--- src/hw/rtl/round_robin_task_scheduler_semaphores_defines.svh ---
// Assertion helpers shared by the scheduler RTL.
// Each expects clk and rst to be visible where it is used.
`ifndef ROUND_ROBIN_TASK_SCHEDULER_SEMAPHORES_DEFINES_SVH
`define ROUND_ROBIN_TASK_SCHEDULER_SEMAPHORES_DEFINES_SVH

// Same-cycle implication.
`define RRS_ASSERT_NOW(label, ante, cons, msg) \
  label: assert property (@(posedge clk) disable iff (rst) (ante) |-> (cons)) else $error(msg);

// Next-cycle implication.
`define RRS_ASSERT_NEXT(label, ante, cons, msg) \
  label: assert property (@(posedge clk) disable iff (rst) (ante) |=> (cons)) else $error(msg);

`endif

--- src/hw/rtl/rrs_pkg.sv ---
`default_nettype none

package rrs_pkg;

  // Default configuration
  localparam int DEF_NUM_TASKS   = 8;
  localparam int DEF_NUM_SEMS    = 4;
  localparam int DEF_QUEUE_DEPTH = 16;
  localparam int DEF_TICK_WIDTH  = 32;

  // Semaphore count limits (16-bit signed)
  localparam logic [15:0] SEM_MAX = 16'h7FFF;
  localparam logic [15:0] SEM_MIN = 16'h8000;

  typedef enum logic [2:0] {
    CMD_TICK   = 3'd0,
    CMD_SCHED  = 3'd1,
    CMD_SLEEP  = 3'd2,
    CMD_WAIT   = 3'd3,
    CMD_SIGNAL = 3'd4,
    CMD_INIT   = 3'd5
  } cmd_t;

  typedef enum logic [2:0] {
    ST_IDLE,
    ST_EXEC,
    ST_SCAN,
    ST_TAKE,
    ST_WAKE,
    ST_DONE
  } state_t;

  typedef enum logic [1:0] {
    ALU_ADD,
    ALU_LE,
    ALU_SAT_INC,
    ALU_SAT_DEC
  } alu_op_t;

endpackage

`default_nettype wire

--- src/hw/rtl/round_robin_task_scheduler_semaphores.sv ---
// Round-robin task scheduler with counting semaphores. Each command on the input channel
// (tick, schedule, sleep, semaphore wait, signal, init) yields exactly one result transaction
// reporting the running task, idle/blocked/woken status and the addressed semaphore count.
// The block handles one command at a time and drops in_ready while busy; the result sits in
// an output register, so the next command is accepted once the result has been loaded there.
// Tick, sleep, wait, init and the unused codes pass through EXEC to DONE; signal also passes
// through WAKE when its queue is not empty, and schedule passes through SCAN and, when the
// selected task has a deferred take, TAKE: the scan visits one task per cycle through a
// single shared compare unit and a registered read of the wake-time memory. Semaphore
// counts saturate at 16-bit signed limits; each wait queue holds QUEUE_DEPTH - 1 tasks.
`default_nettype none
`include "round_robin_task_scheduler_semaphores_defines.svh"

module round_robin_task_scheduler_semaphores import rrs_pkg::*; #(
  parameter int NUM_TASKS   = DEF_NUM_TASKS,
  parameter int NUM_SEMS    = DEF_NUM_SEMS,
  parameter int QUEUE_DEPTH = DEF_QUEUE_DEPTH,
  parameter int TICK_WIDTH  = DEF_TICK_WIDTH
) (
  input  wire logic        clk,
  input  wire logic        rst,
  input  wire logic        in_valid,
  output logic             in_ready,
  input  wire logic [2:0]  command,
  input  wire logic [1:0]  sem_index,
  input  wire logic [15:0] value,
  output logic             out_valid,
  input  wire logic        out_ready,
  output logic [2:0]       running_task,
  output logic             idle,
  output logic             caller_blocked,
  output logic [2:0]       woken_task,
  output logic             woken_valid,
  output logic [15:0]      sem_count_now
);

  localparam int TW       = $clog2(NUM_TASKS);
  localparam int SW       = (NUM_SEMS > 1) ? $clog2(NUM_SEMS) : 1;
  localparam int QW       = $clog2(QUEUE_DEPTH);
  localparam int WQ_DEPTH = NUM_SEMS * QUEUE_DEPTH;
  localparam int WAW      = $clog2(WQ_DEPTH);

  // Wrap helpers
  function automatic logic [TW-1:0] task_nxt(input logic [TW-1:0] x);
    return (x == TW'(NUM_TASKS - 1)) ? '0 : x + TW'(1);
  endfunction

  function automatic logic [QW-1:0] ptr_nxt(input logic [QW-1:0] x);
    return (x == QW'(QUEUE_DEPTH - 1)) ? '0 : x + QW'(1);
  endfunction

  state_t state, state_next;

  // Command transaction
  cmd_t        cmd_q;
  logic [1:0]  sem_q;
  logic [15:0] val_q;

  // Scheduler state
  logic [TW-1:0]         cur;
  logic [TICK_WIDTH-1:0] tick;
  logic [NUM_TASKS-1:0]  ready_f;
  logic [NUM_TASKS-1:0]  sleep_f;
  logic [NUM_TASKS-1:0]  pend_f;
  logic [15:0]           cnt [NUM_SEMS];
  logic [QW-1:0]         inp [NUM_SEMS];
  logic [QW-1:0]         outp [NUM_SEMS];

  // Scan and result working registers
  logic [TW-1:0] scan_t;
  logic [TW-1:0] scan_cnt;
  logic          r_idle;
  logic          r_blk;
  logic          r_wok;
  logic [TW-1:0] r_woken;

  // Memories
  logic [TICK_WIDTH-1:0] wake_mem [NUM_TASKS];
  logic [TICK_WIDTH-1:0] wake_rd;
  logic [TW-1:0]         wake_raddr;
  logic [SW-1:0]         psem_mem [NUM_TASKS];
  logic [SW-1:0]         psem_rd;
  logic [TW-1:0]         wq_mem [WQ_DEPTH];
  logic [TW-1:0]         wq_rd;
  logic [WAW-1:0]        wq_waddr;
  logic [WAW-1:0]        wq_raddr;
  logic                  wq_we;

  // Shared unit
  alu_op_t               alu_op;
  logic [TICK_WIDTH-1:0] alu_a;
  logic [TICK_WIDTH-1:0] alu_b;
  logic [TICK_WIDTH-1:0] alu_res;
  logic                  alu_le;

  // Decoded conditions
  logic [SW-1:0] s;
  logic [SW-1:0] sem_sel;
  logic [15:0]   cnt_rd;
  logic          sem_ok;
  logic          cnt_le0;
  logic [QW-1:0] q_nx;
  logic          q_full;
  logic          q_nonempty;
  logic          elig;
  logic          scan_last;
  logic          out_free;
  logic          wait_block;

  assign s          = SW'(sem_q);
  assign sem_ok     = (32'(sem_q) < 32'(NUM_SEMS));
  assign sem_sel    = (state == ST_TAKE) ? psem_rd : s;
  assign cnt_rd     = cnt[sem_sel];
  assign cnt_le0    = cnt_rd[15] || (cnt_rd == 16'd0);
  assign q_nx       = ptr_nxt(inp[s]);
  assign q_full     = (q_nx == outp[s]);
  assign q_nonempty = (inp[s] != outp[s]);
  assign elig       = ready_f[scan_t] && (!sleep_f[scan_t] || alu_le);
  assign scan_last  = (scan_cnt == TW'(NUM_TASKS - 1));
  assign out_free   = !out_valid || out_ready;
  assign wait_block = (state == ST_EXEC) && (cmd_q == CMD_WAIT) && sem_ok && cnt_le0 && !q_full;

  assign in_ready   = (state == ST_IDLE);
  assign wake_raddr = task_nxt((state == ST_SCAN) ? scan_t : cur);
  assign wq_we      = wait_block;
  assign wq_waddr   = WAW'(s) * WAW'(QUEUE_DEPTH) + WAW'(inp[s]);
  assign wq_raddr   = WAW'(s) * WAW'(QUEUE_DEPTH) + WAW'(outp[s]);

  rrs_alu #(
    .TICK_WIDTH(TICK_WIDTH)
  ) u_alu (
    .op  (alu_op),
    .a   (alu_a),
    .b   (alu_b),
    .res (alu_res),
    .le  (alu_le)
  );

  // Next state
  always_comb begin
    state_next = state;
    unique case (state)
      ST_IDLE: begin
        if (in_valid) state_next = ST_EXEC;
      end
      ST_EXEC: begin
        if (cmd_q == CMD_SCHED) begin
          state_next = ST_SCAN;
        end else if ((cmd_q == CMD_SIGNAL) && sem_ok && q_nonempty) begin
          state_next = ST_WAKE;
        end else begin
          state_next = ST_DONE;
        end
      end
      ST_SCAN: begin
        if (elig) begin
          state_next = pend_f[scan_t] ? ST_TAKE : ST_DONE;
        end else if (scan_last) begin
          state_next = ST_DONE;
        end
      end
      ST_TAKE: state_next = ST_DONE;
      ST_WAKE: state_next = ST_DONE;
      ST_DONE: begin
        if (out_free) state_next = ST_IDLE;
      end
      default: state_next = ST_IDLE;
    endcase
  end

  // Shared unit operand selection
  always_comb begin
    alu_op = ALU_ADD;
    alu_a  = '0;
    alu_b  = '0;
    unique case (state)
      ST_EXEC: begin
        priority case (cmd_q)
          CMD_TICK: begin
            alu_a = tick;
            alu_b = TICK_WIDTH'(1);
          end
          CMD_SLEEP: begin
            alu_a = tick;
            alu_b = TICK_WIDTH'(val_q);
          end
          CMD_WAIT: begin
            alu_op = ALU_SAT_DEC;
            alu_a  = TICK_WIDTH'(cnt_rd);
          end
          CMD_SIGNAL: begin
            alu_op = ALU_SAT_INC;
            alu_a  = TICK_WIDTH'(cnt_rd);
          end
          default: ;
        endcase
      end
      ST_SCAN: begin
        alu_op = ALU_LE;
        alu_a  = wake_rd;
        alu_b  = tick;
      end
      ST_TAKE: begin
        alu_op = ALU_SAT_DEC;
        alu_a  = TICK_WIDTH'(cnt_rd);
      end
      default: ;
    endcase
  end

  // Control and state registers
  always_ff @(posedge clk) begin
    if (rst) begin
      state     <= ST_IDLE;
      cur       <= '0;
      tick      <= '0;
      ready_f   <= '1;
      sleep_f   <= '0;
      pend_f    <= '0;
      out_valid <= 1'b0;
      for (int i = 0; i < NUM_SEMS; i++) begin
        cnt[i]  <= '0;
        inp[i]  <= '0;
        outp[i] <= '0;
      end
    end else begin
      state <= state_next;
      if ((state == ST_DONE) && out_free) begin
        out_valid <= 1'b1;
      end else if (out_ready) begin
        out_valid <= 1'b0;
      end
      unique case (state)
        ST_IDLE: begin
          if (in_valid) begin
            cmd_q   <= cmd_t'(command);
            sem_q   <= sem_index;
            val_q   <= value;
            r_idle  <= 1'b0;
            r_blk   <= 1'b0;
            r_wok   <= 1'b0;
            r_woken <= '0;
          end
        end
        ST_EXEC: begin
          priority case (cmd_q)
            CMD_TICK: tick <= alu_res;
            CMD_SCHED: begin
              scan_t   <= task_nxt(cur);
              scan_cnt <= '0;
            end
            CMD_SLEEP: begin
              sleep_f[cur] <= 1'b1;
              r_blk        <= 1'b1;
            end
            CMD_WAIT: begin
              if (sem_ok) begin
                if (cnt_le0) begin
                  if (!q_full) begin
                    inp[s]       <= q_nx;
                    ready_f[cur] <= 1'b0;
                    pend_f[cur]  <= 1'b1;
                    r_blk        <= 1'b1;
                  end
                end else begin
                  cnt[s] <= alu_res[15:0];
                end
              end
            end
            CMD_SIGNAL: begin
              if (sem_ok) cnt[s] <= alu_res[15:0];
            end
            CMD_INIT: begin
              if (sem_ok) cnt[s] <= val_q;
            end
            default: ;
          endcase
        end
        ST_SCAN: begin
          scan_t   <= task_nxt(scan_t);
          scan_cnt <= scan_cnt + TW'(1);
          if (elig) begin
            sleep_f[scan_t] <= 1'b0;
            cur             <= scan_t;
          end else if (scan_last) begin
            r_idle <= 1'b1;
          end
        end
        ST_TAKE: begin
          cnt[psem_rd] <= alu_res[15:0];
          pend_f[cur]  <= 1'b0;
        end
        ST_WAKE: begin
          ready_f[wq_rd] <= 1'b1;
          outp[s]        <= ptr_nxt(outp[s]);
          r_wok          <= 1'b1;
          r_woken        <= wq_rd;
        end
        ST_DONE: begin
          if (out_free) begin
            running_task   <= 3'(cur);
            idle           <= r_idle;
            caller_blocked <= r_blk;
            woken_task     <= 3'(r_woken);
            woken_valid    <= r_wok;
            sem_count_now  <= sem_ok ? cnt_rd : 16'd0;
          end
        end
        default: ;
      endcase
    end
  end

  // Wake-time memory: written by sleep, read along the scan
  always_ff @(posedge clk) begin
    if ((state == ST_EXEC) && (cmd_q == CMD_SLEEP)) wake_mem[cur] <= alu_res;
    wake_rd <= wake_mem[wake_raddr];
  end

  // Pending-semaphore memory: read for the task under evaluation
  always_ff @(posedge clk) begin
    if (wait_block) psem_mem[cur] <= s;
    psem_rd <= psem_mem[scan_t];
  end

  // Wait queues, one region of QUEUE_DEPTH slots per semaphore
  always_ff @(posedge clk) begin
    if (wq_we) wq_mem[wq_waddr] <= cur;
    wq_rd <= wq_mem[wq_raddr];
  end

  // Checks
  `RRS_ASSERT_NEXT(a_busy_after_accept, in_valid && in_ready, !in_ready,
                   "input accepted while a command is in progress")
  `RRS_ASSERT_NOW(a_wake_excl, out_valid && woken_valid, !caller_blocked && !idle,
                  "signal result also reports blocked or idle")
  `RRS_ASSERT_NOW(a_cur_range, 1'b1, cur <= TW'(NUM_TASKS - 1),
                  "running task index out of range")
  `RRS_ASSERT_NOW(a_take_from_scan, state == ST_TAKE, $past(state) == ST_SCAN,
                  "deferred take outside a schedule")

endmodule

`default_nettype wire

--- src/hw/rtl/rrs_alu.sv ---
`default_nettype none

// Shared arithmetic unit: tick add, wake-time compare, saturating count step
module rrs_alu import rrs_pkg::*; #(
  parameter int TICK_WIDTH = DEF_TICK_WIDTH
) (
  input  wire alu_op_t               op,
  input  wire logic [TICK_WIDTH-1:0] a,
  input  wire logic [TICK_WIDTH-1:0] b,
  output logic      [TICK_WIDTH-1:0] res,
  output logic                       le
);

  logic [15:0] cnt;

  assign cnt = a[15:0];

  always_comb begin
    res = a + b;
    le  = (a <= b);
    unique case (op)
      ALU_ADD:     res = a + b;
      ALU_LE:      res = '0;
      ALU_SAT_INC: res = TICK_WIDTH'((cnt == SEM_MAX) ? cnt : cnt + 16'd1);
      ALU_SAT_DEC: res = TICK_WIDTH'((cnt == SEM_MIN) ? cnt : cnt - 16'd1);
      default:     res = a + b;
    endcase
  end

endmodule

`default_nettype wire

--- config.mk ---
export PLATFORM = sky130hd
export DESIGN_NAME = round_robin_task_scheduler_semaphores
export DESIGN_NICKNAME = d
export VERILOG_FILES = /design/src/hw/rtl/rrs_pkg.sv /design/src/hw/rtl/round_robin_task_scheduler_semaphores.sv /design/src/hw/rtl/rrs_alu.sv
export VERILOG_INCLUDE_DIRS = /design/src /design/src/hw/rtl
export SDC_FILE = /design/constraint.sdc
export NUM_CORES = 1
export LEC_CHECK = 0
export CORE_AREA = 2 2 255 307
export CTS_CLUSTER_SIZE = 16
export DETAILED_ROUTE_END_ITERATION = 6
export DIE_AREA = 0 0 257 309
export DONT_BUFFER_PORTS = 1
export GPL_ROUTABILITY_DRIVEN = 1
export SKIP_LAST_GASP = 1
export SLEW_MARGIN = 30
export SYNTH_ARGS = -nofsm -noshare
export SYNTH_HDL_FRONTEND = slang
export SYNTH_SLANG_ARGS = --single-unit
--- constraint.sdc ---
create_clock -name clk -period 5.2 [get_ports clk]
set_input_delay 0.78 -clock clk [delete_from_list [all_inputs] [get_ports clk]]
set_output_delay 0.78 -clock clk [all_outputs]
set_load 0.01 [all_outputs]
# [Word level (Yosys, flattened, before mapping)]
# Memory sizes are Yosys's and may differ from the RTL's. A register that Yosys moved wholly into a read port is not among the register bits.
# Cells that the tools add are included.
[totals] ram_bits=560 mem_count=6 ff_bits=121 word_cells=251
[op_classes] n_bitwise=11 n_mux=111 n_reduce_logical=46 addsub=11 n_eq_ne=37 order_cmp=7
[mem_list] memory="wake_mem" depth=8 word_bits=32 read_ports=1 rd_ports_with_merged_regs=1 wr=1 line="round_robin_task_scheduler_semaphores.sv:78" rtl="logic [TICK_WIDTH-1:0] wake_mem [NUM_TASKS];"
[mem_list] memory="wq_mem" depth=64 word_bits=3 read_ports=1 rd_ports_with_merged_regs=1 wr=1 line="round_robin_task_scheduler_semaphores.sv:83" rtl="logic [TW-1:0] wq_mem [WQ_DEPTH];"
[mem_list] memory="cnt" depth=4 word_bits=16 read_ports=1 rd_ports_with_merged_regs=0 wr=4 line="round_robin_task_scheduler_semaphores.sv:65" rtl="logic [15:0] cnt [NUM_SEMS];"
[mem_list] memory="inp" depth=4 word_bits=4 read_ports=1 rd_ports_with_merged_regs=1 wr=4 line="round_robin_task_scheduler_semaphores.sv:66" rtl="logic [QW-1:0] inp [NUM_SEMS];"
[mem_list] memory="outp" depth=4 word_bits=4 read_ports=1 rd_ports_with_merged_regs=1 wr=4 line="round_robin_task_scheduler_semaphores.sv:67" rtl="logic [QW-1:0] outp [NUM_SEMS];"
[mem_list] memory="psem_mem" depth=8 word_bits=2 read_ports=1 rd_ports_with_merged_regs=1 wr=1 line="round_robin_task_scheduler_semaphores.sv:81" rtl="logic [SW-1:0] psem_mem [NUM_TASKS];"
[ops] cell="32-bit one-hot mux with 2 select lines" count=2
[ops] cell="32-bit one-hot mux with 4 select lines" count=1
[ops] cell="32-bit one-hot mux with 3 select lines" count=1
[ops] cell="16-bit 2-to-1 mux" count=4
[ops] cell="32-bit 2-to-1 mux" count=2
[ops] cell="8-bit 2-to-1 mux" count=8
[ops] cell="1-bit 2-to-1 mux" count=49
[ops] cell="8-bit one-hot mux with 2 select lines" count=3
[ops] cell="3-bit 2-to-1 mux" count=13
[ops] cell="32-bit adder" count=1
[ops] cell="32-bit less-or-equal comparator" count=1
[ops] cell="16-bit one-hot mux with 2 select lines" count=1
[ops] cell="16-bit OR reduction" count=2
[ops] cell="8-bit AND" count=3
[ops] cell="3-bit equality test, second input constant" count=8
[ops] cell="8-bit bitwise OR" count=3
[ops] cell="2-bit inequality test, second input constant" count=9
[ops] cell="3-bit one-hot mux with 2 select lines" count=3
[ops] cell="3-bit AND reduction" count=6
[ops] cell="16-bit by 1-bit adder with 17-bit output, second input constant" count=1
[ops] cell="16-bit by 1-bit subtractor with 17-bit output, second input constant" count=1
[ops] cell="16-bit by 15-bit equality test with 1-bit output, second input constant" count=1
[ops] cell="16-bit equality test, second input constant" count=1
[ops] cell="16-bit logical NOT" count=1
[ops] cell="38 further kinds" count=98

# [Longest topological paths before layout]
# Gate-level depths: netlist (run 1).
# An unclocked memory read counts as a cell.
[depth] ltp_word=15 mapped_depth=23

# [Modules after synthesis]
# A second synthesis (run 1) with hierarchy kept.
[unflattened] cells_unflattened=2394 hier_area_um2=33109.3
[modules_own_cells] module="round_robin_task_scheduler_semaphores" seq_area_each_um2=20599.8 n_inst=1 area_per_inst_um2=29602.1 cells_per_inst=1876
[modules_own_cells] module="rrs_alu" seq_area_each_um2=0.0 n_inst=1 area_per_inst_um2=3507.1 cells_per_inst=518

# [Least setup slack after synthesis (run 1)]
# No wires, ideal clock.
[synth_path] path_kind="flip-flop to flip-flop" from="register state[0]" to="memory wake_mem[0][30] (netlist name) (data pin)" stages_incl_launch_ff=21 setup_slack_ns=-0.020 arrival_time_ns=4.955 period_less_slack_ns=5.220 path_cell_list="dfxtp_1 > buf_2 > or3_1 > buf_2 > inv_2 > buf_2 > clkbuf_1 > clkbuf_1 > buf_1 > nand2_1 > ha_1 > inv_1 > a21oi_1 > a21oi_1 > o21bai_1 > or4b_2 > o21ai_0 > o221ai_1 > o41a_1 > xor2_1 > o21ai_0"
[synth_via] elab_chain_len=8
[synth_rtl] item="start: declaration" line="round_robin_task_scheduler_semaphores.sv:52" rtl="state_t state, state_next;"
[synth_rtl] item="start signal: assignment" line="round_robin_task_scheduler_semaphores.sv:227" rtl="state <= state_next;"
[synth_rtl] item="3-bit by 2-bit equality test with 1-bit output" line="round_robin_task_scheduler_semaphores.sv:112, round_robin_task_scheduler_semaphores.sv:176"
[synth_rtl] item="2-bit 2-to-1 mux" line="round_robin_task_scheduler_semaphores.sv:112" rtl="assign sem_sel = (state == ST_TAKE) ? psem_rd : s;"
[synth_rtl] item="memory read 4 x 16 bit"
[synth_rtl] item="32-bit one-hot mux with 2 select lines" line="round_robin_task_scheduler_semaphores.sv:178" rtl="priority case (cmd_q)"
[synth_rtl] item="32-bit one-hot mux with 3 select lines" line="round_robin_task_scheduler_semaphores.sv:176" rtl="unique case (state)"
[synth_rtl] item="16-bit by 1-bit subtractor with 17-bit output or 16-bit equality test (tied branches)" line="rrs_alu.sv:25" rtl="ALU_SAT_DEC: res = TICK_WIDTH'((cnt == SEM_MIN) ? cnt : cnt - 16'd1);"
[synth_rtl] item="32-bit 2-to-1 mux" line="rrs_alu.sv:25"
[synth_rtl] item="32-bit one-hot mux with 4 select lines *" line="rrs_alu.sv:21" rtl="unique case (op)"
[synth_rtl] item="named net alu_res[30]" line="round_robin_task_scheduler_semaphores.sv:93" rtl="logic [TICK_WIDTH-1:0] alu_res;"
[synth_rtl] item="end: declaration" line="round_robin_task_scheduler_semaphores.sv:78"
# Mark *: on every way through the listed nets, which the timed path passes. The rest lies on a longest branch.

# [Final worst setup path (run 1)]
[layout_path] from="register state[2]" to="memory wake_mem[6][30] (netlist name) (data pin)"
[layout_via] elab_chain_len=8
[layout_rtl] item="3-bit by 2-bit equality test with 1-bit output *" line="round_robin_task_scheduler_semaphores.sv:112"
[layout_rtl] item="2-bit 2-to-1 mux *" line="round_robin_task_scheduler_semaphores.sv:112"
[layout_rtl] item="memory read 4 x 16 bit *"
[layout_rtl] item="named net cnt_rd[8]" line="round_robin_task_scheduler_semaphores.sv:99" rtl="logic [15:0] cnt_rd;"
[layout_rtl] item="32-bit one-hot mux with 2 select lines" line="round_robin_task_scheduler_semaphores.sv:178"
[layout_rtl] item="32-bit one-hot mux with 3 select lines *" line="round_robin_task_scheduler_semaphores.sv:176"
[layout_rtl] item="16-bit by 1-bit subtractor with 17-bit output or 16-bit equality test (tied branches)" line="rrs_alu.sv:25"
[layout_rtl] item="32-bit 2-to-1 mux" line="rrs_alu.sv:25"
[layout_rtl] item="32-bit one-hot mux with 4 select lines *" line="rrs_alu.sv:21"
[layout_rtl] item="named net alu_res[30]" line="round_robin_task_scheduler_semaphores.sv:93"
# Marks and branches as above.

==> results of run 1 <==
==> layout make-up <==
class                      instances  area share (%)
antenna                            1         0.00640
clock buffer                      99            5.35
clock inverter                    41            1.48
inverter                          98           0.947
multi-input combinational       1515            32.6
sequential                       720            52.7
tap                             1017            3.25
timing repair buffer             180            3.69
==> cell families after synthesis <==
family | Yosys count | share of synthesized area, %
xor gates and xnor gates | 40 | 1.02
and+or+nand+nor | 649 | 9.35
adders and majority gates | 75 | 2.77
muxes | 310 | 14.4
AOI/OAI and AO/OA | 440 | 9.33
DFF | 720 | 60.2
buffers and inverters | 245 | 2.94
==> power groups by stage <==
stage                     Combinational, uW  Clock (uW)  Sequential (uW)
after CTS                              1230        5830             6450
after global placement                 1220           0             6570
after global routing                   1330        6050             6460
final                                  1240        5710             6450
after detailed placement               1230           0             6570
after floorplan                         838           0             6520
==> state kept, by name, indices dropped and copies added (netlist names), 8 cells and up, named ones only <==
register / flops
ready_f: 8
tick: 32
wake_mem: 256
cnt: 64
sem_count_now: 16
val_q: 16
sleep_f: 8
outp: 16
inp: 16
wq_mem: 192
psem_mem: 16
wake_rd: 32
==> repair_timing <==
action | CTS | global route
setup buffers | 0 | 11
pin swaps | 0 | 4
resized for setup | 9 | 12
cloned | 0 | 1
endpoints found under the setup margin | 56 | 98
==> per-stage QoR <==
stage	utilization [%]	setup slack (ps)	instances
3_3_place_gp	47.6	-166	3517
6_report	51.3	251	3671
5_1_grt	51.3	9.17	3670
3_5_place_dp	47.6	-298	3518
2_1_floorplan	-	126	2479
4_1_cts	51.1	32.5	3658
==> final timing paths <==
path	from	endpoint	slack (ps)
hold / removal	sem_index[1]	s[1]$_DFFE_PP_	240
setup reg to reg	state[2]$_SDFFE_PP0P_	wake_mem[6][30]$_DFFE_PP_	250
setup / recovery	state[2]$_SDFFE_PP0P_	wake_mem[6][30]$_DFFE_PP_	250
hold reg to reg	r_wok$_DFFE_PP_	woken_valid$_DFFE_PP_	420
==> layout by cell type, fill, tap and decap left out, types with 34 or more instances in the layout <==
| cell | netlist | routed |
|---|---|---|
| sky130_fd_sc_hd__mux2_2 | 45 | 46 |
| sky130_fd_sc_hd__edfxtp_1 | 618 | 618 |
| sky130_fd_sc_hd__mux2i_1 | 124 | 123 |
| sky130_fd_sc_hd__nand2_1 | 116 | 115 |
| sky130_fd_sc_hd__mux4_2 | 139 | 138 |
| sky130_fd_sc_hd__nor2_1 | 256 | 250 |
| sky130_fd_sc_hd__o21ai_0 | 71 | 63 |
| sky130_fd_sc_hd__dfxtp_1 | 102 | 98 |
| sky130_fd_sc_hd__nand3_1 | 34 | 34 |
| sky130_fd_sc_hd__buf_4 | 4 | 172 |
| sky130_fd_sc_hd__a21oi_1 | 86 | 86 |
| sky130_fd_sc_hd__nor3_1 | 58 | 55 |
| sky130_fd_sc_hd__inv_1 | 93 | 93 |
| sky130_fd_sc_hd__clkbuf_16 | 0 | 79 |
| sky130_fd_sc_hd__ha_1 | 74 | 73 |
==> metal layers <==
layer	part of all wire [%]	GRT usage [%]	wire length (um)	vias up
li1	-	-	-	9833
met5	0.026	0	25	-
met1	39	28.7	37400	11100
met4	5.0	11.6	4700	4
met3	5.1	3.67	4820	211
met2	50	41.6	47700	711
==> results by stage, run 1 <==
Synth:
- After synthesis, the share of flip-flops with an asynchronous set or reset is 0%.
- The proportion of netlist area held by the largest area contributor is 54.3%.
- The sequential share of the synthesized area is roughly three fifths.
- The mapped netlist covers 34200 um2.
- The mean cell area of the mapped netlist is 13.8 um2.
- Sorting the synthesized cells by area gives the leading types as sky130_fd_sc_hd__edfxtp_1, sky130_fd_sc_hd__mux4_2, sky130_fd_sc_hd__dfxtp_1.
- The most common cell in the synthesized netlist is sky130_fd_sc_hd__edfxtp_1.
- The flop and latch count out of synthesis is slightly above 700.
- The gate count after technology mapping is 2479.
- The largest total area in the synthesized netlist belongs to sky130_fd_sc_hd__edfxtp_1.
- The top flip-flop cell by instance count after synthesis is sky130_fd_sc_hd__edfxtp_1.
- The netlist uses about 100 different library cells.
- After synthesis, the most frequently instantiated cells are sky130_fd_sc_hd__edfxtp_1, sky130_fd_sc_hd__nor2_1, sky130_fd_sc_hd__mux4_2.
- The number of nets handed over by synthesis was 2579.
- The count of synthesis-stage warnings from yosys is 0.
- The number of synthesized flops with an enable pin is slightly above 600.

Job:
- The number of violations of the max-capacitance limit is 0.

Drt:
- The total DRC errors in the routed layout is 0.
- The detailed-route wire length per cell is 25.8 um.
- The total length of routed wires is around 95 mm.
- The routed layout has 21900 vias.
- The DRC marker count from the first detailed-route iteration is 1970.
- The final antenna-violating net count is 0.
- The first-pass iteration count of the detailed router is 5.
- The via-per-instance ratio is 5.96.

Finish:
- Across the whole layout, storage elements account for 20600 um2.
- In the final layout, the share of cells above drive strength 1 is 21.7%.
- The final non-filler cell area is about 40000 um2.
- The filler cells instantiated in the layout total 6435.
- The net count reported at finish is roughly 2700.
- Compared with the post-synthesis result, the final layout area differs by 14.4%.
- The area of the multi-input gates is 12800 um2.

Floorplan:
- The initial core utilization is ~45%.
- The total area inside the core boundary comes to around 76000 um2.
- The floorplan has 111 rows.
- The die outline width is about 260 um.
- The die is 309 um tall.
- The die covers 79400 um2.
- The total I/O pin count is 52.

Placement:
- The area of placed instances is 36300 um2.
- The HPWL after detailed placement is 65.2 mm.
- Input and output buffers added on the ports amount to 0.
- The final estimated routing congestion in global placement is 1.00.

Global routing:
- The first-pass GRT wire length is around 140 mm.
- The via count of the first global-routing pass is between 20000 and 25000.
- The initial antenna violation count is 6.
- Entering global routing, the biggest net connects 65 pins.
- Global routing used 23.8% of the available tracks.
- The overflow left after global routing is 0.

Timing:
- For the finished layout, the period the worst path requires is 4950 ps.
- Setup repair after global routing left no endpoint under its margin.
- The worst-margin pin slew is 943 ps.
- Measured against its own limit, the worst slew margin works out to 37.1%.
- The final critical path takes up 95.2% of the cycle.
- The clock arrives with 38.0 ps of skew.
- The max-slew violation count is 0.
- The number of failing hold endpoints at the final stage is 0.
- The post-route worst hold slack is 235 ps.
- Setup violations remaining at the end of the flow were counted as 0.
- Setup total negative slack on the finished layout was measured at 0 ps.
- Derived from the worst setup path, the maximum achievable clock frequency is 0.202 GHz.

Power and ir drop:
- The net switching power is 3130 uW.
- In this run the static leakage power is 0.0142 uW.
- The post-layout total power is 13400 uW.
- Per report_power, the clock group accounts for 42.6% of the total.
- The switching share of total power is a little under a quarter.
- Internal power comes to roughly 10000 uW.
- The combinational share of power is 9.3%.
- The power density normalized to cell area is approximately 340 nW/um2.
- The part of the power in registers is between 40% and 50%.
- IR analysis of the VDD net gives a maximum drop of approximately 0.32 mV.

Worst setup path:
- The worst reg-to-reg path cell count is 19.
- Among cell families on the critical path, the largest total delay comes from compound AO/OA/AOI/OAI gates.
- The critical path runs through a total of 19 cells.
- The largest fanout on the critical path is 8.
- The maximum single-stage delay on the critical path is 460 ps.
- The critical path's most frequent cell is sky130_fd_sc_hd__buf_4.
- The startpoint kind of the worst setup timing path is a flop.
- The data arrival at the endpoint of the critical path is 5290 ps.
- The required time of the critical path is 5550 ps.
- The number of buffers and inverters on the critical path is 5.
- The critical path in this run is classified as reg -> reg.
- On the critical path, the stage with the largest delay is an instance of sky130_fd_sc_hd__mux2_2.
- STA classifies the critical path endpoint as a flop.
- Walking the worst path, the cells encountered are and3b_2, mux2_2, mux2_2, a21oi_2, inv_1, ha_1, buf_4, nor3_1, o211ai_1, buf_4, nand3_1, a2111oi_2, buf_4, o21ai_1, o221ai_1, buf_4, o41a_1, xor2_2, o21ai_4.

Hold path:
- The worst hold path cell count is 0.
- The worst hold path belongs to the class in -> reg.

Clock tree:
- The total clock sinks is 720.
- The clock tree root buffer cell is sky130_fd_sc_hd__clkbuf_16.
- Buffers inserted to repair hold after CTS numbered 0.
- TritonCTS created 75 clock buffers.
- The CTS tree is yes.
- The clock network latency to the later pin of the worst-skew pair is 640 ps.
- The longest clock path from root to sink contains 3 buffers.
- After clock tree synthesis, the clock-pin slew on the worst setup and hold paths is 60 ps.
- The number of H-tree levels is 3.

Outcome:
- The flow ran to the end, and the final reports show no timing, DRC or antenna violations.
Note: power is estimated with default switching activity, not from simulation.
==> run 2, diff against run 1 <==
--- a/config.mk
+++ b/config.mk
@@ -6,12 +6,15 @@
 export SDC_FILE = /design/constraint.sdc
 export NUM_CORES = 1
 export LEC_CHECK = 0
+export CELL_PAD_IN_SITES_DETAIL_PLACEMENT = 0
+export CELL_PAD_IN_SITES_GLOBAL_PLACEMENT = 1
 export CORE_AREA = 2 2 255 307
 export CTS_CLUSTER_SIZE = 16
 export DETAILED_ROUTE_END_ITERATION = 6
 export DIE_AREA = 0 0 257 309
 export DONT_BUFFER_PORTS = 1
 export GPL_ROUTABILITY_DRIVEN = 1
+export PLACE_DENSITY_LB_ADDON = 0.1
 export SKIP_LAST_GASP = 1
 export SLEW_MARGIN = 30
 export SYNTH_ARGS = -nofsm -noshare
==> results by stage, run 2 (synthesis gave the netlist of run 1 again) <==
Floorplan:
- The die outline width is 257 um (unchanged).
- The area of the core is 76200 um2 (unchanged).
- The initial core utilization is 44.8% (unchanged).
- The height of the die came to 309 um (unchanged).
- The total I/O pin count came to 52 (unchanged).
- The site row count was 111 (unchanged).
- The floorplan die area is 79400 um2 (unchanged).

Global routing:
- The total routing usage reported by global routing came to 24.8% (was 23.8%).
- The via count of the first global-routing pass is 22500 (was 22300).
- The overflow left after global routing is 0 (unchanged).
- The initial antenna violation count was 3 (was 6).
- The first-pass GRT wire length came to 146 mm (was 141 mm).
- The pin count of the biggest net entering global routing was 77 (was 65).

Finish:
- The register ranked first by flip-flop count is wake_mem (unchanged).
- The fraction of final layout cells sized beyond drive strength 1 came to 22.3% (was 21.7%).
- The most common cell after layout, fill and taps aside is sky130_fd_sc_hd__edfxtp_1 (unchanged).
- The net count reported at finish is 2709 (was 2690).
- Top library cells by usage in the layout, fill and taps aside: sky130_fd_sc_hd__edfxtp_1, sky130_fd_sc_hd__nor2_1, sky130_fd_sc_hd__buf_4 (unchanged).
- The post-synthesis to final-layout area growth is 14.2% (was 14.4%).
- The fill cell instance count of the final layout is 6516 (was 6435).
- The post-route core utilization is 51.2% (was 51.3%).
- The post-layout instance count excluding filler cells is 3689 (was 3671).
- Registers with the most flip-flops: wake_mem (256), wq_mem (192), cnt (64) (unchanged).
- The number of flip-flops under the largest register name is 256 (unchanged).

Drt:
- The DRC marker count from the first detailed-route iteration was 1658 (was 1970).
- The detailed-route wire length per cell came to 26.5 um (was 25.8 um).
- The first-pass iteration count of the detailed router was 5 (unchanged).
- The total DRC errors in the routed layout is 0 (unchanged).
- The final antenna-violating net count is 0 (unchanged).
- The total length of routed wires was 97.8 mm (was 94.6 mm).
- The via-per-instance ratio was 5.90 (was 5.96).
- The routed via count is 21800 (was 21900).

Worst setup path:
- The data arrival at the endpoint of the critical path came to 5240 ps (was 5290 ps).
- The required time of the critical path is 5490 ps (was 5550 ps).
- Cell breakdown of the critical path: and3b_1, mux2_4, buf_12, buf_4, mux2_2, a21oi_1, inv_1, ha_1, nand2b_1, a21oi_1, nor2_1, o21ai_1, a211oi_1, buf_4, nor3_2, buf_4, nor2_1, a31oi_2, mux2i_1, o211ai_1 (was and3b_2, mux2_2, mux2_2, a21oi_2, inv_1, ha_1, buf_4, nor3_1, o211ai_1, buf_4, nand3_1, a2111oi_2, buf_4, o21ai_1, o221ai_1, buf_4, o41a_1, xor2_2, o21ai_4).
- The cell class contributing the biggest share of worst-path delay is compound AO/OA/AOI/OAI gates (unchanged).
- The startpoint kind of the worst setup timing path is a flop (unchanged).
- The master of the slowest instance on the critical path is sky130_fd_sc_hd__and3b_1 (was sky130_fd_sc_hd__mux2_2).
- The critical path's most frequent cell is sky130_fd_sc_hd__buf_4 (unchanged).
- The worst setup path category is reg -> reg (unchanged).
- The maximum single-stage delay on the critical path is 370 ps (was 460 ps).
- The number of buffers and inverters on the critical path is 5 (unchanged).
- The endpoint type of the worst setup path is a flop (unchanged).
- The largest fanout on the critical path is 10 (was 8).

Clock tree:
- The total clock sinks was 720 (unchanged).
- The clock-pin slew reported for the worst setup and hold paths after clock tree synthesis is 60 ps (about the same).
- The clock network latency to the later pin of the worst-skew pair is 640 ps (about the same).
- The CTS tree is yes (unchanged).
- The number of buffers inserted during clock tree synthesis is 77 (was 75).
- The number of hold-repair buffers added at the cts stage is 0 (unchanged).
- The number of H-tree levels is 3 (unchanged).
- The maximum number of buffers from clock root to sink is 3 (unchanged).
- The clock tree root buffer cell is sky130_fd_sc_hd__clkbuf_16 (unchanged).

Timing:
- The portion of the clock cycle consumed by the worst path in the final layout came to 95.2% (about the same).
- The worst-margin pin slew is 992 ps (was 943 ps).
- The top achievable clock speed came to 0.202 GHz (about the same).
- The number of endpoints failing setup at the final stage was 0 (unchanged).
- Setup repair after global routing missed its margin: yes (was no).
- The number of failing hold endpoints at the final stage is 0 (unchanged).
- The max-slew violation count is 0 (unchanged).
- The time the worst path needs with I/O delays and setup is 4950 ps (about the same).
- The post-route clock skew was 39.4 ps (was 38.0 ps).
- The final-layout setup total negative slack is 0 ps (unchanged).
- The worst slew margin relative to its limit is 33.7% (was 37.1%).

Power and ir drop:
- The net switching power is 3170 uW (was 3130 uW).
- The clock network power share is 41.1% (was 42.6%).
- The design internal power is 9910 uW (was 10300 uW).
- The combinational share of power is 9.6% (was 9.3%).
- The worst-case vdd ir drop is 0.347 mV (was 0.319 mV).
- The post-layout total power is 13100 uW (was 13400 uW).
- The static leakage is 0.0141 uW (was 0.0142 uW).
- The switching share of total power came to 24.3% (was 23.3%).
- The power density normalized to cell area is 335 nW/um2 (was 343 nW/um2).
- The part of the power in registers was 49.3% (was 48.1%).

Outcome:
- Outcome: completed (unchanged).

Placement:
- The final estimated routing congestion in global placement was 0.909 (was 1.00).
- The HPWL reported at the end of detailed placement came to 66.8 mm (was 65.2 mm).
- The count of input and output buffers is 0 (unchanged).
- The number of placed instances with taps included is 3543 (was 3518).

Hold path:
- The worst min-delay path category is in -> reg (unchanged).

Job:
- The number of violations of the max-capacitance limit is 0 (unchanged).
[run 2: changes by cell type in the layout (fill, tap and decap cells not counted), sizes merged]
cell      delta
buf         +18
clkinv       +8
clkbuf       -7
clkinvlp     +7
bufinv       -6
inv          -1
mux2         -1
[run 2: layer usage]
layer | up-vias | share of wire, % | track usage (%) | wire, um
li1 | 9871 | - | - | -
met4 | 2 | 4.0 | 10.2 | 3930
met2 | 611 | 51 | 44.3 | 50300
met3 | 173 | 4.9 | 3.63 | 4820
met5 | - | 0.017 | 0 | 17
met1 | 11100 | 40 | 30.0 | 38800
[run 2: power groups by stage]
stage          clock network (uW)  logic, uW  registers, uW
3_5_place_dp                    0       1260           6580
5_1_grt                      5720       1360           6460
4_1_cts                      5490       1260           6450
3_3_place_gp                    0       1250           6570
2_1_floorplan                   0        838           6520
6_report                     5370       1260           6450
[run 2: through the flow]
stage / area (um2) / hold WS, ps / setup slack [ps]
after detailed placement: 36500 / 406 / -454
after global placement: 36500 / 407 / -236
after global routing: 39100 / 203 / -70.7
final: 39100 / 232 / 251
after floorplan: 34200 / 400 / 126
after CTS: 39000 / 182 / 25.0
[run 2: what timing repair did]
item	in CTS	in global routing
endpoints found under the setup margin	66	119
pin swaps	0	7
gates resized for setup	12	14
buffers inserted	0	4
hold endpoints to repair	0	0
[run 2: final timing paths]
| kind | slack [ps] | cells past startpoint | endpoint | from |
|---|---|---|---|---|
| worst max-delay path | 250 | 20 | wake_mem[0][31]$_DFFE_PP_ | state[2]$_SDFFE_PP0P_ |
| worst max register to register | 250 | 20 | wake_mem[0][31]$_DFFE_PP_ | state[2]$_SDFFE_PP0P_ |
| worst min-delay path | 230 | 0 | val_q[6]$_DFFE_PP_ | value[6] |
| worst min register to register | 430 | 0 | idle$_DFFE_PP_ | r_idle$_DFFE_PP_ |
[run 2: layout make-up]
class                   instances  area, um2  share of cell area (%)
diodes                          1       2.50                 0.00641
flip-flops and latches        720      20600                    52.7
inverters                      98        368                   0.942
clock inverters                49        443                    1.13
repair buffers                198       1610                    4.12
multi-input cells            1514      12700                    32.6
well taps                    1017       1270                    3.26
clock buffers                  92       2010                    5.16
==> run 3, diff against run 2 <==
==> constraint.sdc (replaced) <==
create_clock -name clk -period 6.3 [get_ports clk]
set_input_delay 0.945 -clock clk [delete_from_list [all_inputs] [get_ports clk]]
set_output_delay 0.945 -clock clk [all_outputs]
set_load 0.01 [all_outputs]
==> results by stage, run 3 (synthesis gave the netlist of run 1 again) <==
Drt:
- The DRC marker count from the first detailed-route iteration is 1752 (was 1658).
- The uppermost metal layer occupied by signal nets is met5 (unchanged).
- The met3 wire length is 3.91 mm (was 4.82 mm).
- The wire length the detailed router placed on met1 is 39.6 mm (was 38.8 mm).
- The final antenna-violating net count is 0 (unchanged).
- The detailed-route wire length per cell is 27.2 um (was 26.5 um).
- The total DRC errors in the routed layout was 0 (unchanged).
- The total length of routed wires is 97.1 mm (was 97.8 mm).
- The via-per-instance ratio is 5.98 (was 5.90).
- The routed via count is 21300 (was 21800).
- The first-pass iteration count of the detailed router is 5 (unchanged).
- The wire length on met2 is 49.8 mm (was 50.3 mm).

Worst setup path:
- The master of the slowest instance on the critical path was sky130_fd_sc_hd__mux4_2 (was sky130_fd_sc_hd__and3b_1).
- The number of buffers and inverters on the critical path is 2 (was 5).
- The worst flop-to-flop path startpoint is state[2]$_SDFFE_PP0P_ (unchanged).
- The endpoint type of the worst setup path is a flop (unchanged).
- The startpoint kind of the worst setup timing path is a flop (unchanged).
- The data arrival at the endpoint of the critical path is 6330 ps (was 5240 ps).
- The required time of the critical path is 6650 ps (was 5490 ps).
- The endpoint of the worst-slack reg-to-reg timing path is wake_mem[2][30]$_DFFE_PP_ (was wake_mem[0][31]$_DFFE_PP_).
- The maximum single-stage delay on the critical path came to 620 ps (was 370 ps).
- The critical path's most frequent cell is sky130_fd_sc_hd__o21ai_0 (was sky130_fd_sc_hd__buf_4).
- The register-to-register path setup slack was 320 ps (was 250 ps).
- The cell class contributing the biggest share of worst-path delay is compound AO/OA/AOI/OAI gates (unchanged).
- The worst reg-to-reg path cell count is 16 (was 20).
- The largest fanout on the critical path is 13 (was 10).
- The worst setup path category is reg -> reg (unchanged).
- Cell breakdown of the critical path: and3b_1, o21ai_2, mux4_2, a21o_1, ha_1, inv_1, a21oi_1, o21ai_0, a221oi_1, a2111oi_0, buf_4, o21ai_0, o221ai_1, o41a_1, xor2_1, o21ai_1 (was and3b_1, mux2_4, buf_12, buf_4, mux2_2, a21oi_1, inv_1, ha_1, nand2b_1, a21oi_1, nor2_1, o21ai_1, a211oi_1, buf_4, nor3_2, buf_4, nor2_1, a31oi_2, mux2i_1, o211ai_1).

Clock tree:
- The number of buffers inserted during clock tree synthesis came to 77 (unchanged).
- The maximum number of buffers from clock root to sink came to 3 (unchanged).
- The number of H-tree levels was 3 (unchanged).
- The CTS tree is yes (unchanged).
- The clock tree root buffer cell is sky130_fd_sc_hd__clkbuf_16 (unchanged).
- The clock network latency to the later pin of the worst-skew pair is 640 ps (about the same).
- The total clock sinks is 720 (unchanged).
- The clock-pin slew reported for the worst setup and hold paths after clock tree synthesis was 60 ps (about the same).
- The number of hold-repair buffers added at the cts stage is 0 (unchanged).

Placement:
- The area of placed instances is 35500 um2 (was 36500 um2).
- The count of input and output buffers was 0 (unchanged).
- The final estimated routing congestion in global placement is 0.921 (was 0.909).
- The setup slack after placement is 121 ps (was -454 ps).
- The HPWL reported at the end of detailed placement came to 65.8 mm (was 66.8 mm).

Power and ir drop:
- The net switching power is 2620 uW (was 3170 uW).
- The design internal power is 8220 uW (was 9910 uW).
- The static leakage came to 0.0136 uW (was 0.0141 uW).
- The worst-case vdd ir drop was 0.239 mV (was 0.347 mV).
- The power density normalized to cell area is 285 nW/um2 (was 335 nW/um2).
- The switching share of total power is 24.2% (was 24.3%).
- The part of the power in registers is 49.2% (was 49.3%).
- The clock network power share came to 41.8% (was 41.1%).
- The combinational share of power is 9.0% (was 9.6%).

Global routing:
- The initial antenna violation count came to 5 (was 3).
- The overflow left after global routing is 0 (unchanged).
- The via count of the first global-routing pass is 22000 (was 22500).
- The total routing usage reported by global routing is 24.6% (was 24.8%).
- The pin count of the biggest net entering global routing is 77 (unchanged).
- The first-pass GRT wire length is 145 mm (was 146 mm).

Floorplan:
- The site row count is 111 (unchanged).
- The die outline width is 257 um (unchanged).
- The floorplan die area is 79400 um2 (unchanged).
- The initial core utilization is 44.8% (unchanged).
- The total I/O pin count is 52 (unchanged).
- The area of the core came to 76200 um2 (unchanged).
- The height of the die is 309 um (unchanged).

Job:
- The number of violations of the max-capacitance limit was 0 (unchanged).

Finish:
- The register ranked first by flip-flop count is wake_mem (unchanged).
- The post-route core utilization is 49.9% (was 51.2%).
- The final non-filler cell area is 38100 um2 (was 39100 um2).
- Top library cells by usage in the layout, fill and taps aside: sky130_fd_sc_hd__edfxtp_1, sky130_fd_sc_hd__nor2_1, sky130_fd_sc_hd__mux4_2 (was sky130_fd_sc_hd__edfxtp_1, sky130_fd_sc_hd__nor2_1, sky130_fd_sc_hd__buf_4).
- The fill cell instance count of the final layout is 6519 (was 6516).
- The most common cell after layout, fill and taps aside is sky130_fd_sc_hd__edfxtp_1 (unchanged).
- The net count reported at finish is 2589 (was 2709).
- The fraction of final layout cells sized beyond drive strength 1 came to 18.6% (was 22.3%).
- The post-synthesis to final-layout area growth is 11.3% (was 14.2%).
- Registers with the most flip-flops: wake_mem (256), wq_mem (192), cnt (64) (unchanged).
- The number of flip-flops under the largest register name came to 256 (unchanged).

Outcome:
- Outcome: completed (unchanged).

Timing:
- The post-route worst hold slack is 393 ps (was 232 ps).
- The top achievable clock speed was 0.167 GHz (was 0.202 GHz).
- Setup repair after global routing missed its margin: yes (unchanged).
- The worst slew margin relative to its limit is 34.4% (was 33.7%).
- The max-slew violation count was 0 (unchanged).
- The worst-margin pin slew was 975 ps (was 992 ps).
- The time the worst path needs with I/O delays and setup is 5980 ps (was 4950 ps).
- The worst setup slack after layout came to 317 ps (was 251 ps).
- The number of failing hold endpoints at the final stage is 0 (unchanged).
- The number of endpoints failing setup at the final stage came to 0 (unchanged).
- The portion of the clock cycle consumed by the worst path in the final layout is 95.0% (was 95.2%).
- The post-route clock skew is 38.4 ps (was 39.4 ps).

Hold path:
- The worst hold path cell count came to 1 (was 0).
- The worst min-delay path category is in -> reg (unchanged).
- The worst min-delay path endpoint was out_valid$_SDFFE_PP0P_ (was val_q[6]$_DFFE_PP_).
- The start point of the worst hold path is rst (was value[6]).
[run 3: worst max-delay path by stage]
| stage | from | to | slack [ps] | cells past startpoint |
|---|---|---|---|---|
| 6_report | state[2]$_SDFFE_PP0P_ | wake_mem[2][30]$_DFFE_PP_ | 320 | 16 |
| 3_3_place_gp | state[2]$_SDFFE_PP0P_ | wake_mem[3][30]$_DFFE_PP_ | 330 | 16 |
| 4_1_cts | state[2]$_SDFFE_PP0P_ | wake_mem[2][30]$_DFFE_PP_ | 80 | 16 |
| 2_1_floorplan | state[0]$_SDFFE_PP0P_ | wake_mem[0][30]$_DFFE_PP_ | 1080 | 20 |
| 3_5_place_dp | state[2]$_SDFFE_PP0P_ | wake_mem[6][30]$_DFFE_PP_ | 120 | 16 |
| 5_1_grt | state[2]$_SDFFE_PP0P_ | wake_mem[2][30]$_DFFE_PP_ | -60 | 16 |
[run 3: stage by stage]
stage	std cells	power (uW)	TNS, ps
final	3569	10800	0
after global placement	3426	6400	0
after CTS	3568	10900	0
after floorplan	2479	6080	0
after global routing	3568	11200	-458
after detailed placement	3427	6410	0
[run 3: layout make-up]
type                            instances  area, um2  area share [%]
Sequential cell                       720      20600            54.1
Timing Repair Buffer                   78        596            1.56
Tap cell                             1017       1270            3.34
Clock buffer                           90       2010            5.27
Multi-Input combinational cell       1514      12700            33.4
Clock inverter                         51        509            1.34
Inverter                               98        368           0.967
Antenna cell                            1       2.50         0.00658
[run 3: worst register-to-register path: stages, from the launching register on]
cell and delay (ps):
sky130_fd_sc_hd__dfxtp_1 530, sky130_fd_sc_hd__and3b_1 350, sky130_fd_sc_hd__o21ai_2 450, sky130_fd_sc_hd__mux4_2 620, sky130_fd_sc_hd__a21o_1 250, sky130_fd_sc_hd__ha_1 410, sky130_fd_sc_hd__inv_1 120, sky130_fd_sc_hd__a21oi_1 180
sky130_fd_sc_hd__o21ai_0 120, sky130_fd_sc_hd__a221oi_1 510, sky130_fd_sc_hd__a2111oi_0 240, sky130_fd_sc_hd__buf_4 200, sky130_fd_sc_hd__o21ai_0 490, sky130_fd_sc_hd__o221ai_1 260, sky130_fd_sc_hd__o41a_1 380, sky130_fd_sc_hd__xor2_1 170
sky130_fd_sc_hd__o21ai_1 400
[run 3: layer usage]
layer | GRT usage, % | up-vias
li1 | - | 9652
met4 | 9.68 | 4
met2 | 43.9 | 597
met3 | 3.18 | 174
met5 | 0 | -
met1 | 30.5 | 10900
[run 3: power by group through the flow]
| stage | sequential [uW] | combinational, uW | clock (uW) |
|---|---|---|---|
| detailed placement | 5430 | 978 | 0 |
| global placement | 5430 | 974 | 0 |
| CTS | 5330 | 982 | 4630 |
| finish | 5330 | 978 | 4530 |
| global route | 5340 | 1050 | 4810 |
| floorplan | 5380 | 691 | 0 |
[run 3: repair_timing]
| action | in CTS | in global routing |
|---|---|---|
| setup endpoints to repair | 0 | 40 |
| setup buffers | 0 | 0 |
| gates resized for setup | 0 | 5 |
